==> config.mk <==
export PLATFORM = sky130hd
export DESIGN_NAME = polyphonic_adsr_voice_engine_top
export DESIGN_NICKNAME = d
export VERILOG_FILES = /design/src/design/padsr_pkg.sv /design/src/design/polyphonic_adsr_voice_engine_top.sv
export VERILOG_INCLUDE_DIRS = /design/src /design/src/design
export SDC_FILE = /design/constraint.sdc
export NUM_CORES = 2
export LEC_CHECK = 0
export BUFFER_PORTS_ARGS = -buffer_cell sky130_fd_sc_hd__buf_2
export CORE_ASPECT_RATIO = 0.5
export CORE_MARGIN = 1.5
export CORE_UTILIZATION = 69
export DETAILED_ROUTE_END_ITERATION = 10
export GPL_TIMING_DRIVEN = 0
export PLACE_DENSITY_LB_ADDON = 0.08
export SYNTH_ARGS = -nofsm -noshare
export SYNTH_HDL_FRONTEND = slang
export SYNTH_SLANG_ARGS = --single-unit
==> constraint.sdc <==
create_clock -name clk -period 17.6 [get_ports clk]
set_input_delay 0.88 -clock clk [delete_from_list [all_inputs] [get_ports clk]]
set_output_delay 0.88 -clock clk [all_outputs]
set_load 0.01 [all_outputs]
==> src/design/assert_macros.svh <==
// Assertion helpers used by the RTL.
`ifndef ASSERT_MACROS_SVH
`define ASSERT_MACROS_SVH

// Same-cycle implication, idle during reset.
`define ASSERT_IMPL(lbl, clk, rst_n, a, c) \
  lbl: assert property (@(posedge clk) disable iff (!rst_n) (a) |-> (c)) \
    else $error("assertion failed");

// Next-cycle implication, idle during reset.
`define ASSERT_NEXT(lbl, clk, rst_n, a, c) \
  lbl: assert property (@(posedge clk) disable iff (!rst_n) (a) |=> (c)) \
    else $error("assertion failed");

`endif

==> src/design/padsr_pkg.sv <==
`timescale 1ns / 1ps
package padsr_pkg;

  localparam int unsigned VOICES_DEF = 8;

  localparam int unsigned IN_DATA_W  = 40;
  localparam int unsigned IN_USER_W  = 1;
  localparam int unsigned OUT_DATA_W = 16;

  localparam logic [3:0] CMD_NOTE_OFF = 4'h8;
  localparam logic [3:0] CMD_NOTE_ON  = 4'h9;
  localparam logic [3:0] CMD_CTRL     = 4'hb;

  localparam logic [6:0] CC_ATK_LEN  = 7'h0c;
  localparam logic [6:0] CC_DEC_LEN  = 7'h0d;
  localparam logic [6:0] CC_SUS_LVL  = 7'h0e;
  localparam logic [6:0] CC_REL_LEN  = 7'h0f;
  localparam logic [6:0] CC_ATK_MULT = 7'h16;
  localparam logic [6:0] CC_DEC_MULT = 7'h17;
  localparam logic [6:0] CC_REL_MULT = 7'h19;

  localparam logic [6:0]  MULT_RST = 7'd32;
  localparam logic [15:0] FULL_LVL = 16'd32767;

  typedef enum logic [2:0] {
    PH_OFF     = 3'd0,
    PH_ON      = 3'd1,
    PH_ATTACK  = 3'd2,
    PH_DECAY   = 3'd3,
    PH_SUSTAIN = 3'd4,
    PH_RELEASE = 3'd5
  } phase_t;

  typedef enum logic [2:0] {
    OP_NONE = 3'd0,
    OP_ZERO = 3'd1,
    OP_ATK  = 3'd2,
    OP_DEC  = 3'd3,
    OP_SUS  = 3'd4,
    OP_REL  = 3'd5
  } op_t;

endpackage

==> src/design/polyphonic_adsr_voice_engine_top.sv <==
`timescale 1ns / 1ps
// Polyphonic ADSR envelope engine. Input words carry either a MIDI message
// (in_tuser = 0) or the raw oscillator sample of the next voice in order
// (in_tuser = 1). Note-on takes the lowest free voice, note-off releases the
// lowest active voice with matching note and channel, and control changes set
// per-channel envelope lengths, sustain level and multipliers. Each active
// voice's sample is shaped by its envelope; after the last voice's sample one
// output word carries the sum divided by VOICES, truncated toward zero.
// One item is in flight at a time (in_tready low while busy). Envelope
// arithmetic runs through one shared 17x17 multiplier and one radix-2 divider
// that retires one quotient bit per cycle over 33 steps. The final average
// uses a constant reciprocal multiply in the output state. A control change
// ends at message decode; note-on/off scan the voices in order until a hit or
// the last voice. A sample for an off voice skips the multiplier, sustain
// multiplies once, and attack, decay and release also divide. The last
// voice's sample also passes through the output state, which loads the
// output register and waits there while the previous output word has not
// yet been taken. A finished result waits in the output register, so input
// goes on while it is pending.
module polyphonic_adsr_voice_engine_top #(
  parameter int unsigned VOICES = padsr_pkg::VOICES_DEF
) (
  input  logic                               clk,
  input  logic                               rst_n,
  // [7:0] status_byte, [14:8] data_one, [21:15] data_two,
  // [37:22] osc_sample, [39:38] zero
  input  logic [padsr_pkg::IN_DATA_W-1:0]    in_tdata,
  // [0] action
  input  logic [padsr_pkg::IN_USER_W-1:0]    in_tuser,
  input  logic                               in_tvalid,
  output logic                               in_tready,
  // [15:0] mixed_sample
  output logic [padsr_pkg::OUT_DATA_W-1:0]   out_tdata,
  output logic                               out_tvalid,
  input  logic                               out_tready
);
  import padsr_pkg::*;

`include "assert_macros.svh"

  localparam int unsigned VW = (VOICES > 1) ? $clog2(VOICES) : 1;
  localparam logic [VW-1:0] LAST_V = VW'(VOICES - 1);
  localparam logic [5:0] DIV_STEPS = 6'd33;
  // exact floor division by VOICES for magnitudes below 2^22
  localparam int unsigned RCP_SH = 28;
  localparam logic [28:0] RCP_MUL =
    29'(((64'd1 << RCP_SH) + 64'(VOICES) - 64'd1) / 64'(VOICES));

  typedef enum logic [11:0] {
    S_IDLE     = 12'b000000000001,
    S_MSG      = 12'b000000000010,
    S_SCAN_RD  = 12'b000000000100,
    S_SCAN_CHK = 12'b000000001000,
    S_SMP_RD   = 12'b000000010000,
    S_EVAL     = 12'b000000100000,
    S_MUL_SH   = 12'b000001000000,
    S_MUL_DV   = 12'b000010000000,
    S_DIV      = 12'b000100000000,
    S_ACC      = 12'b001000000000,
    S_OUT      = 12'b010000000000,
    S_SPARE    = 12'b100000000000
  } state_t;

  state_t state_r, state_nxt;

  // latched input word
  logic [7:0]  status_r;
  logic [6:0]  d1_r, d2_r;
  logic        action_r;

  // voice store
  phase_t      ph_mem   [VOICES];
  logic [6:0]  note_mem [VOICES];
  logic [3:0]  chan_mem [VOICES];
  logic [15:0] acnt_mem [VOICES];
  logic [15:0] dcnt_mem [VOICES];
  logic [15:0] rcnt_mem [VOICES];

  phase_t      rd_ph;
  logic [6:0]  rd_note;
  logic [3:0]  rd_chan;
  logic [15:0] rd_acnt, rd_dcnt, rd_rcnt;

  // channel settings
  logic [15:0] alen_r [16];
  logic [15:0] dlen_r [16];
  logic [15:0] rlen_r [16];
  logic [14:0] sus_r  [16];
  logic [6:0]  amul_r [16];
  logic [6:0]  dmul_r [16];
  logic [6:0]  rmul_r [16];

  logic [VW-1:0] vidx_r, cursor_r;
  logic signed [31:0] mix_r;
  logic signed [16:0] s_r, ma_r;
  logic [15:0] mb_r, db_r, den_r;
  op_t         op_r;
  logic        active_r;

  // divider
  logic [32:0] quo_r;
  logic [16:0] rem_r;
  logic        neg_r;
  logic [5:0]  div_cnt_r;

  logic [15:0] out_r;
  logic        out_valid_r;

  // ---------------- decode ----------------
  logic [3:0] cmd, ch;
  logic       is_on, is_off;
  assign cmd    = status_r[7:4];
  assign ch     = status_r[3:0];
  assign is_on  = (cmd == CMD_NOTE_ON) && (d2_r != 7'd0);
  assign is_off = (cmd == CMD_NOTE_OFF) || ((cmd == CMD_NOTE_ON) && (d2_r == 7'd0));

  logic scan_hit;
  always_comb begin
    if (is_on) scan_hit = (rd_ph == PH_OFF);
    else       scan_hit = (rd_ph != PH_OFF) && (rd_note == d1_r) && (rd_chan == ch);
  end

  // ---------------- envelope decision ----------------
  logic [15:0] e_alen, e_dlen, e_rlen;
  logic [14:0] e_sus;
  phase_t      e_ph;
  op_t         e_op;
  logic [15:0] e_acnt, e_dcnt, e_rcnt;

  always_comb begin
    e_alen = alen_r[rd_chan];
    e_dlen = dlen_r[rd_chan];
    e_rlen = rlen_r[rd_chan];
    e_sus  = sus_r[rd_chan];
    e_ph   = rd_ph;
    e_op   = OP_NONE;
    e_acnt = rd_acnt;
    e_dcnt = rd_dcnt;
    e_rcnt = rd_rcnt;
    if (e_ph == PH_ON) e_ph = PH_ATTACK;
    if (e_ph == PH_ATTACK) begin
      if (e_alen != 16'd0 && rd_acnt < e_alen) begin
        e_op   = OP_ATK;
        e_acnt = rd_acnt + 16'd1;
      end else begin
        e_ph = PH_DECAY;
      end
    end
    if (e_ph == PH_DECAY) begin
      if (e_dlen != 16'd0 && rd_dcnt < e_dlen) begin
        e_op   = OP_DEC;
        e_dcnt = rd_dcnt + 16'd1;
      end else begin
        e_ph = PH_SUSTAIN;
      end
    end
    if (e_ph == PH_SUSTAIN && e_sus != 15'd0) e_op = OP_SUS;
    if (e_ph == PH_RELEASE) begin
      if (e_rlen != 16'd0 && rd_rcnt < e_rlen) begin
        e_op   = OP_REL;
        e_rcnt = rd_rcnt + 16'd1;
      end else begin
        e_ph = PH_OFF;
        e_op = OP_ZERO;
      end
    end
  end

  // ---------------- shared multiplier ----------------
  logic signed [16:0] mul_a;
  logic [15:0]        mul_b;
  logic signed [33:0] prod;
  always_comb begin
    if (state_r == S_MUL_SH) begin
      mul_a = s_r;
      mul_b = mb_r;
    end else begin
      mul_a = ma_r;
      mul_b = db_r;
    end
  end
  assign prod = 34'(mul_a) * 34'($signed({1'b0, mul_b}));

  logic [33:0] prod_mag;
  assign prod_mag = prod[33] ? 34'(-prod) : 34'(prod);

  // ---------------- divider step ----------------
  logic [16:0] rem_sh;
  logic        q_bit;
  logic [16:0] rem_new;
  logic signed [33:0] q_signed;
  assign rem_sh  = {rem_r[15:0], quo_r[32]};
  assign q_bit   = (rem_sh >= {1'b0, den_r});
  assign rem_new = q_bit ? (rem_sh - {1'b0, den_r}) : rem_sh;
  assign q_signed = neg_r ? -$signed({1'b0, quo_r}) : $signed({1'b0, quo_r});

  // accumulate
  logic signed [31:0] sum;
  logic signed [31:0] sum_mag;
  assign sum     = mix_r + (active_r ? 32'(s_r) : 32'sd0);
  assign sum_mag = sum[31] ? -sum : sum;

  // average: magnitude of the frame sum times the reciprocal of VOICES
  logic [50:0] avg_prod;
  logic [15:0] avg_mag, avg_res;
  assign avg_prod = 51'(quo_r[21:0]) * 51'(RCP_MUL);
  assign avg_mag  = 16'(avg_prod[50:RCP_SH]);
  assign avg_res  = neg_r ? 16'(-avg_mag) : avg_mag;

  // ---------------- sequencer ----------------
  always_comb begin
    state_nxt = state_r;
    unique case (state_r)
      S_IDLE:     if (in_tvalid) state_nxt = in_tuser[0] ? S_SMP_RD : S_MSG;
      S_MSG:      state_nxt = (is_on || is_off) ? S_SCAN_RD : S_IDLE;
      S_SCAN_RD:  state_nxt = S_SCAN_CHK;
      S_SCAN_CHK: state_nxt = (scan_hit || vidx_r == LAST_V) ? S_IDLE : S_SCAN_RD;
      S_SMP_RD:   state_nxt = S_EVAL;
      S_EVAL: begin
        if (rd_ph == PH_OFF) state_nxt = S_ACC;
        else begin
          case (e_op)
            OP_ATK, OP_DEC: state_nxt = S_MUL_DV;
            OP_SUS, OP_REL: state_nxt = S_MUL_SH;
            default:        state_nxt = S_ACC;
          endcase
        end
      end
      S_MUL_SH:   state_nxt = (op_r == OP_REL) ? S_MUL_DV : S_ACC;
      S_MUL_DV:   state_nxt = S_DIV;
      S_DIV: begin
        if (div_cnt_r == 6'd0) begin
          if (op_r == OP_DEC) state_nxt = S_MUL_SH;
          else                state_nxt = S_ACC;
        end
      end
      S_ACC:      state_nxt = (cursor_r == LAST_V) ? S_OUT : S_IDLE;
      S_OUT:      if (!out_valid_r || out_tready) state_nxt = S_IDLE;
      default:    state_nxt = S_IDLE;
    endcase
  end

  assign in_tready  = (state_r == S_IDLE);
  assign out_tdata  = out_r;
  assign out_tvalid = out_valid_r;

  // control registers
  always_ff @(posedge clk) begin
    if (!rst_n) begin
      state_r     <= S_IDLE;
      cursor_r    <= '0;
      mix_r       <= '0;
      out_valid_r <= 1'b0;
      div_cnt_r   <= '0;
      vidx_r      <= '0;
    end else begin
      state_r <= state_nxt;
      // load a new word when the register is free or being drained
      if (state_r == S_OUT && (!out_valid_r || out_tready)) out_valid_r <= 1'b1;
      else if (out_valid_r && out_tready)                    out_valid_r <= 1'b0;
      unique case (state_r)
        S_IDLE: begin
          vidx_r <= in_tvalid && in_tuser[0] ? cursor_r : '0;
        end
        S_SCAN_CHK: begin
          if (!scan_hit && vidx_r != LAST_V) vidx_r <= vidx_r + VW'(1);
        end
        S_MUL_DV: begin
          div_cnt_r <= DIV_STEPS;
        end
        S_DIV: begin
          if (div_cnt_r != 6'd0) div_cnt_r <= div_cnt_r - 6'd1;
        end
        S_ACC: begin
          if (cursor_r == LAST_V) begin
            mix_r    <= '0;
            cursor_r <= '0;
          end else begin
            mix_r    <= sum;
            cursor_r <= cursor_r + VW'(1);
          end
        end
        default: ;
      endcase
    end
  end

  // datapath registers
  always_ff @(posedge clk) begin
    case (state_r)
      S_IDLE: if (in_tvalid) begin
        status_r <= in_tdata[7:0];
        d1_r     <= in_tdata[14:8];
        d2_r     <= in_tdata[21:15];
        s_r      <= 17'(signed'(in_tdata[37:22]));
        action_r <= in_tuser[0];
      end
      S_EVAL: begin
        op_r     <= e_op;
        active_r <= (rd_ph != PH_OFF);
        den_r    <= (e_op == OP_ATK) ? e_alen : (e_op == OP_DEC) ? e_dlen : e_rlen;
        mb_r     <= 16'(e_sus);
        db_r     <= (e_op == OP_ATK) ? e_acnt : (e_op == OP_DEC) ? rd_dcnt
                                                 : 16'(e_rlen - rd_rcnt);
        ma_r     <= (e_op == OP_DEC) ? 17'(FULL_LVL - 16'(e_sus)) : s_r;
        if (e_op == OP_ZERO) s_r <= '0;
      end
      S_MUL_SH: begin
        s_r  <= prod[31:15];
        ma_r <= prod[31:15];
      end
      S_MUL_DV: begin
        neg_r <= prod[33];
        quo_r <= prod_mag[32:0];
        rem_r <= '0;
      end
      S_DIV: begin
        if (div_cnt_r != 6'd0) begin
          rem_r <= rem_new;
          quo_r <= {quo_r[31:0], q_bit};
        end else if (op_r == OP_DEC) begin
          mb_r <= 16'(FULL_LVL - q_signed[15:0]);
        end else begin
          s_r <= q_signed[16:0];
        end
      end
      S_ACC: begin
        neg_r <= sum[31];
        quo_r <= 33'(unsigned'(sum_mag));
      end
      S_OUT: if (!out_valid_r || out_tready) out_r <= avg_res;
      default: ;
    endcase
  end

  // voice store: registered read at vidx_r, writes on scan hit or envelope step
  always_ff @(posedge clk) begin
    rd_ph   <= ph_mem[vidx_r];
    rd_note <= note_mem[vidx_r];
    rd_chan <= chan_mem[vidx_r];
    rd_acnt <= acnt_mem[vidx_r];
    rd_dcnt <= dcnt_mem[vidx_r];
    rd_rcnt <= rcnt_mem[vidx_r];
    if (state_r == S_SCAN_CHK && scan_hit && is_on) begin
      note_mem[vidx_r] <= d1_r;
      chan_mem[vidx_r] <= ch;
      acnt_mem[vidx_r] <= '0;
      dcnt_mem[vidx_r] <= '0;
      rcnt_mem[vidx_r] <= '0;
    end
    if (state_r == S_EVAL && rd_ph != PH_OFF) begin
      acnt_mem[vidx_r] <= e_acnt;
      dcnt_mem[vidx_r] <= e_dcnt;
      rcnt_mem[vidx_r] <= e_rcnt;
    end
  end

  always_ff @(posedge clk) begin
    if (!rst_n) begin
      for (int i = 0; i < VOICES; i++) ph_mem[i] <= PH_OFF;
    end else if (state_r == S_SCAN_CHK && scan_hit) begin
      ph_mem[vidx_r] <= is_on ? PH_ON : PH_RELEASE;
    end else if (state_r == S_EVAL && rd_ph != PH_OFF) begin
      ph_mem[vidx_r] <= e_ph;
    end
  end

  // channel settings: apply control change
  always_ff @(posedge clk) begin
    if (!rst_n) begin
      for (int i = 0; i < 16; i++) begin
        alen_r[i] <= '0;
        dlen_r[i] <= '0;
        rlen_r[i] <= '0;
        sus_r[i]  <= '0;
        amul_r[i] <= MULT_RST;
        dmul_r[i] <= MULT_RST;
        rmul_r[i] <= MULT_RST;
      end
    end else if (state_r == S_MSG && cmd == CMD_CTRL && !action_r) begin
      unique case (d1_r)
        CC_ATK_LEN:  alen_r[ch] <= 16'(amul_r[ch]) * 16'(d2_r);
        CC_DEC_LEN:  dlen_r[ch] <= 16'(dmul_r[ch]) * 16'(d2_r);
        CC_REL_LEN:  rlen_r[ch] <= 16'(rmul_r[ch]) * 16'(d2_r);
        CC_SUS_LVL:  sus_r[ch]  <= {d2_r, {8{d2_r[0]}}};
        CC_ATK_MULT: amul_r[ch] <= d2_r;
        CC_DEC_MULT: dmul_r[ch] <= d2_r;
        CC_REL_MULT: rmul_r[ch] <= d2_r;
        default: ;
      endcase
    end
  end

  `ASSERT_IMPL(a_div_only_in_div, clk, rst_n, div_cnt_r != 6'd0, state_r == S_DIV)
  `ASSERT_NEXT(a_busy_after_accept, clk, rst_n, in_tvalid && in_tready, !in_tready)
  `ASSERT_IMPL(a_out_at_frame_end, clk, rst_n, $rose(out_valid_r), cursor_r == '0)

endmodule
==> run metrics <==
PwrDens 136 mW/mm^2; post-layout util 0.755; endpoints failing setup 0; Period Utilization, post-route 0.695; crit path launch type flop; final-report hold violation count 0; prevailing post-synth register cell edfxtp_1; hpwl dp 224 mm; max-cap viol count 4; EDFF count, synth 1789; initial antenna violation count 15; Fillers 9287; Synth Register Bits 1911; root buf cell clkbuf_16; GPL Wtd Cong 0.989; placed insts 10.1k; first-pass GRT wire length 450 mm; DR vias 70.8k; Clock Path Buffers 3; first drt pass iteration count 10; Clock Power Share 0.240; # nets final 8966; hold_buf cts 0; ANT nets after route 0; Initial DRC Count 11.5k; met3 wire len 50.1 mm; area grow syn2layout 8.31%; gr usage total 0.417; hold path startpoint in_tdata[20]; r2r setup slk 5.37 ns; Clock Sinks 1911; crit end category flop; Layout Cells excl Fill 10.4k; wire length on met1 110 mm; overall power 0.0150 W; Net Sw Frac 0.413; FFs w/ async S/R, synth 0; Total Neg Setup Slack 0 ns; Post-CTS Setup Bufs 0; DR top layer met5; Mapped Nets 8721; worst r2r src state_r[2]; via-per-instance ratio 6.82; fin. max-slew vios 13; clk slew on worst S/H paths 0.07 ns; minimum clock period 12.23 ns; count of buffers from port buffering 60; total CTS buffers 162; CP Max Fanout 10; Yosys cell types 92; share of cells above drive strength 1 0.0812; synthesized area 0.102 sq mm; Worst Path Arrival 12.74 ns; die width 547 um; Avg WL per Cell 29.9 um; slew margin rel. -0.0493; post_cts resized 0; Synth Warn # 0; Worst Hold End d2_r[5]; CP max stage cell mux2i_1; Setup Skew 0.0728 ns; failing checks DRC, capacitance limit, slew limit; combinational cell fraction of total power 0.403; Clk Latency, worst-skew pair 0.86 ns; depth of the CTS H-tree 4; Max Fclk 0.0818 GHz; Cells on Worst Hold Path 1; CP peak stage delay 1.16 ns; Worst VDD drop 0.364 mV; IO Count 63; crit-path most repeated cell fa_1; number of core rows 99; Die Area 0.150 sq mm; critical path type reg2reg; worst hold slack 0.208 ns; Mapped Cells 8042; initial core utilization 0.697; Sw Pwr 0.00621 W; die height 275 um; Static Leak 42.8 nW; register area share after synthesis 0.551; Least-Margin Pin Slew 1.57 ns; Routed WL 311 mm; reg2reg path depth 29; Critical Path RT 18.11 ns; P_int 0.00883 W; DRC violations left 6; syn_area_per_cell 12.7 sq um; Flop pwr share 0.356; outcome finished with violations; vias in the first global route 68.2k; FF-to-FF End quo_r[22]; TritonCTS clock tree yes; routed wl met2 133 mm; grt ovf 0; RSZ-0062 raised after global routing no; largest net degree at the start of global routing 38; Hold WC Path Type in2reg; core area 0.146 sq mm
-- state kept, by name (all words and copies together) (netlist names), 33 cells and up, named ones only --
register	count
amul_r	112
rcnt_mem	128
sus_r	112
rlen_r	224
acnt_mem	128
dlen_r	224
quo_r	33
rmul_r	112
alen_r	224
dcnt_mem	128
dmul_r	112
note_mem	56
-- cell families after synthesis --
logic type,count (synthesis),synth area share
xor+xnor,253,0.0217
simple gates,2774,0.131
compound gates,977,0.0635
fa+ha+maj,634,0.104
buf+inv,1066,0.0426
mux,427,0.0867
flops,1911,0.551
-- cells in the mapped netlist (all sizes together) (122+ instances only) --
cell type | instances | area [sq um]
a21oi | 164 | 821
a22oi | 297 | 2230
and2 | 487 | 3050
and3 | 164 | 1030
clkbuf | 413 | 1600
dfxtp | 122 | 2440
edfxtp | 1789 | 53700
fa | 354 | 7090
ha | 280 | 3500
inv | 565 | 2120
mux4 | 340 | 7950
nand2 | 647 | 2430
nor2 | 955 | 3580
o21ai | 235 | 1180
xnor2 | 151 | 1320
-- through the flow --
stage / setup WS, ns / instance area [sq um]
floorplan: 8.44 / 102000
global route: 5.04 / 110000
global placement: 5.92 / 105000
finish: 5.37 / 110000
CTS: 5.68 / 110000
detailed placement: 5.72 / 105000
-- layout make-up --
class | count | area, sq um | share of cell area
timing repair buffer | 81 | 709 | 0.00642
clock inverter | 78 | 872 | 0.00790
buffer | 499 | 2210 | 0.0200
antenna | 5 | 12.5 | 0.000113
inverter | 567 | 2130 | 0.0193
multi-input combinational | 5065 | 41500 | 0.376
sequential | 1911 | 56200 | 0.509
clock buffer | 215 | 4310 | 0.0391
tap | 1969 | 2460 | 0.0223
-- power groups by stage --
stage / logic (W) / clock network (W) / registers [W]
2_1_floorplan: 0.00368 / 0 / 0.00535
3_3_place_gp: 0.00564 / 0 / 0.00543
3_5_place_dp: 0.00574 / 0 / 0.00543
4_1_cts: 0.00581 / 0.00357 / 0.00534
5_1_grt: 0.00641 / 0.00375 / 0.00535
6_report: 0.00607 / 0.00362 / 0.00536
-- routing by layer --
layer  up-vias  track usage
met5         -            0
li1      29400            -
met4         8        0.195
met1     34700        0.565
met2      5676        0.611
met3      1028        0.149
-- cell usage in the layout, fill, tap and decap left out, drive strengths merged, types with 53 or more instances in the layout --
cell type / Yosys / final
inv: 565 / 570
and2: 487 / 487
dfxtp: 122 / 122
a21o: 53 / 53
ha: 280 / 280
a22oi: 297 / 297
a21oi: 164 / 164
clkinv: 2 / 65
nand4: 96 / 96
nor2: 955 / 955
xnor2: 151 / 151
clkbuf: 413 / 630
fa: 354 / 354
and3: 164 / 164
nand3: 59 / 59
mux4: 340 / 340
nand2: 647 / 647
nor3: 102 / 102
nor2b: 58 / 58
buf: 84 / 163
edfxtp: 1789 / 1789
or3: 73 / 73
o21ai: 235 / 235
xor2: 102 / 102
mux2i: 78 / 78
-- worst max-delay path, delay by kind of cell (launching register included) --
family	cells	cell delay (ns)
compound gates	6	2.26
xor+xnor	1	0.40
fa+ha+maj	7	3.55
buf+inv	8	2.29
flops	1	0.36
mux	1	1.16
simple gates	6	1.87
-- worst max path at each step --
stage / endpoint / cells after the start / from / slack (ns)
final: quo_r[22] / 29 / state_r[2] / 5.37
after global routing: quo_r[28] / 29 / state_r[2] / 5.04
after CTS: quo_r[22] / 29 / state_r[1] / 5.68
after detailed placement: quo_r[22] / 29 / state_r[1] / 5.72
after global placement: quo_r[22] / 29 / state_r[1] / 5.92
after floorplan: quo_r[25] / 28 / state_r[1] / 8.44
(Power assumes the default switching activity.)
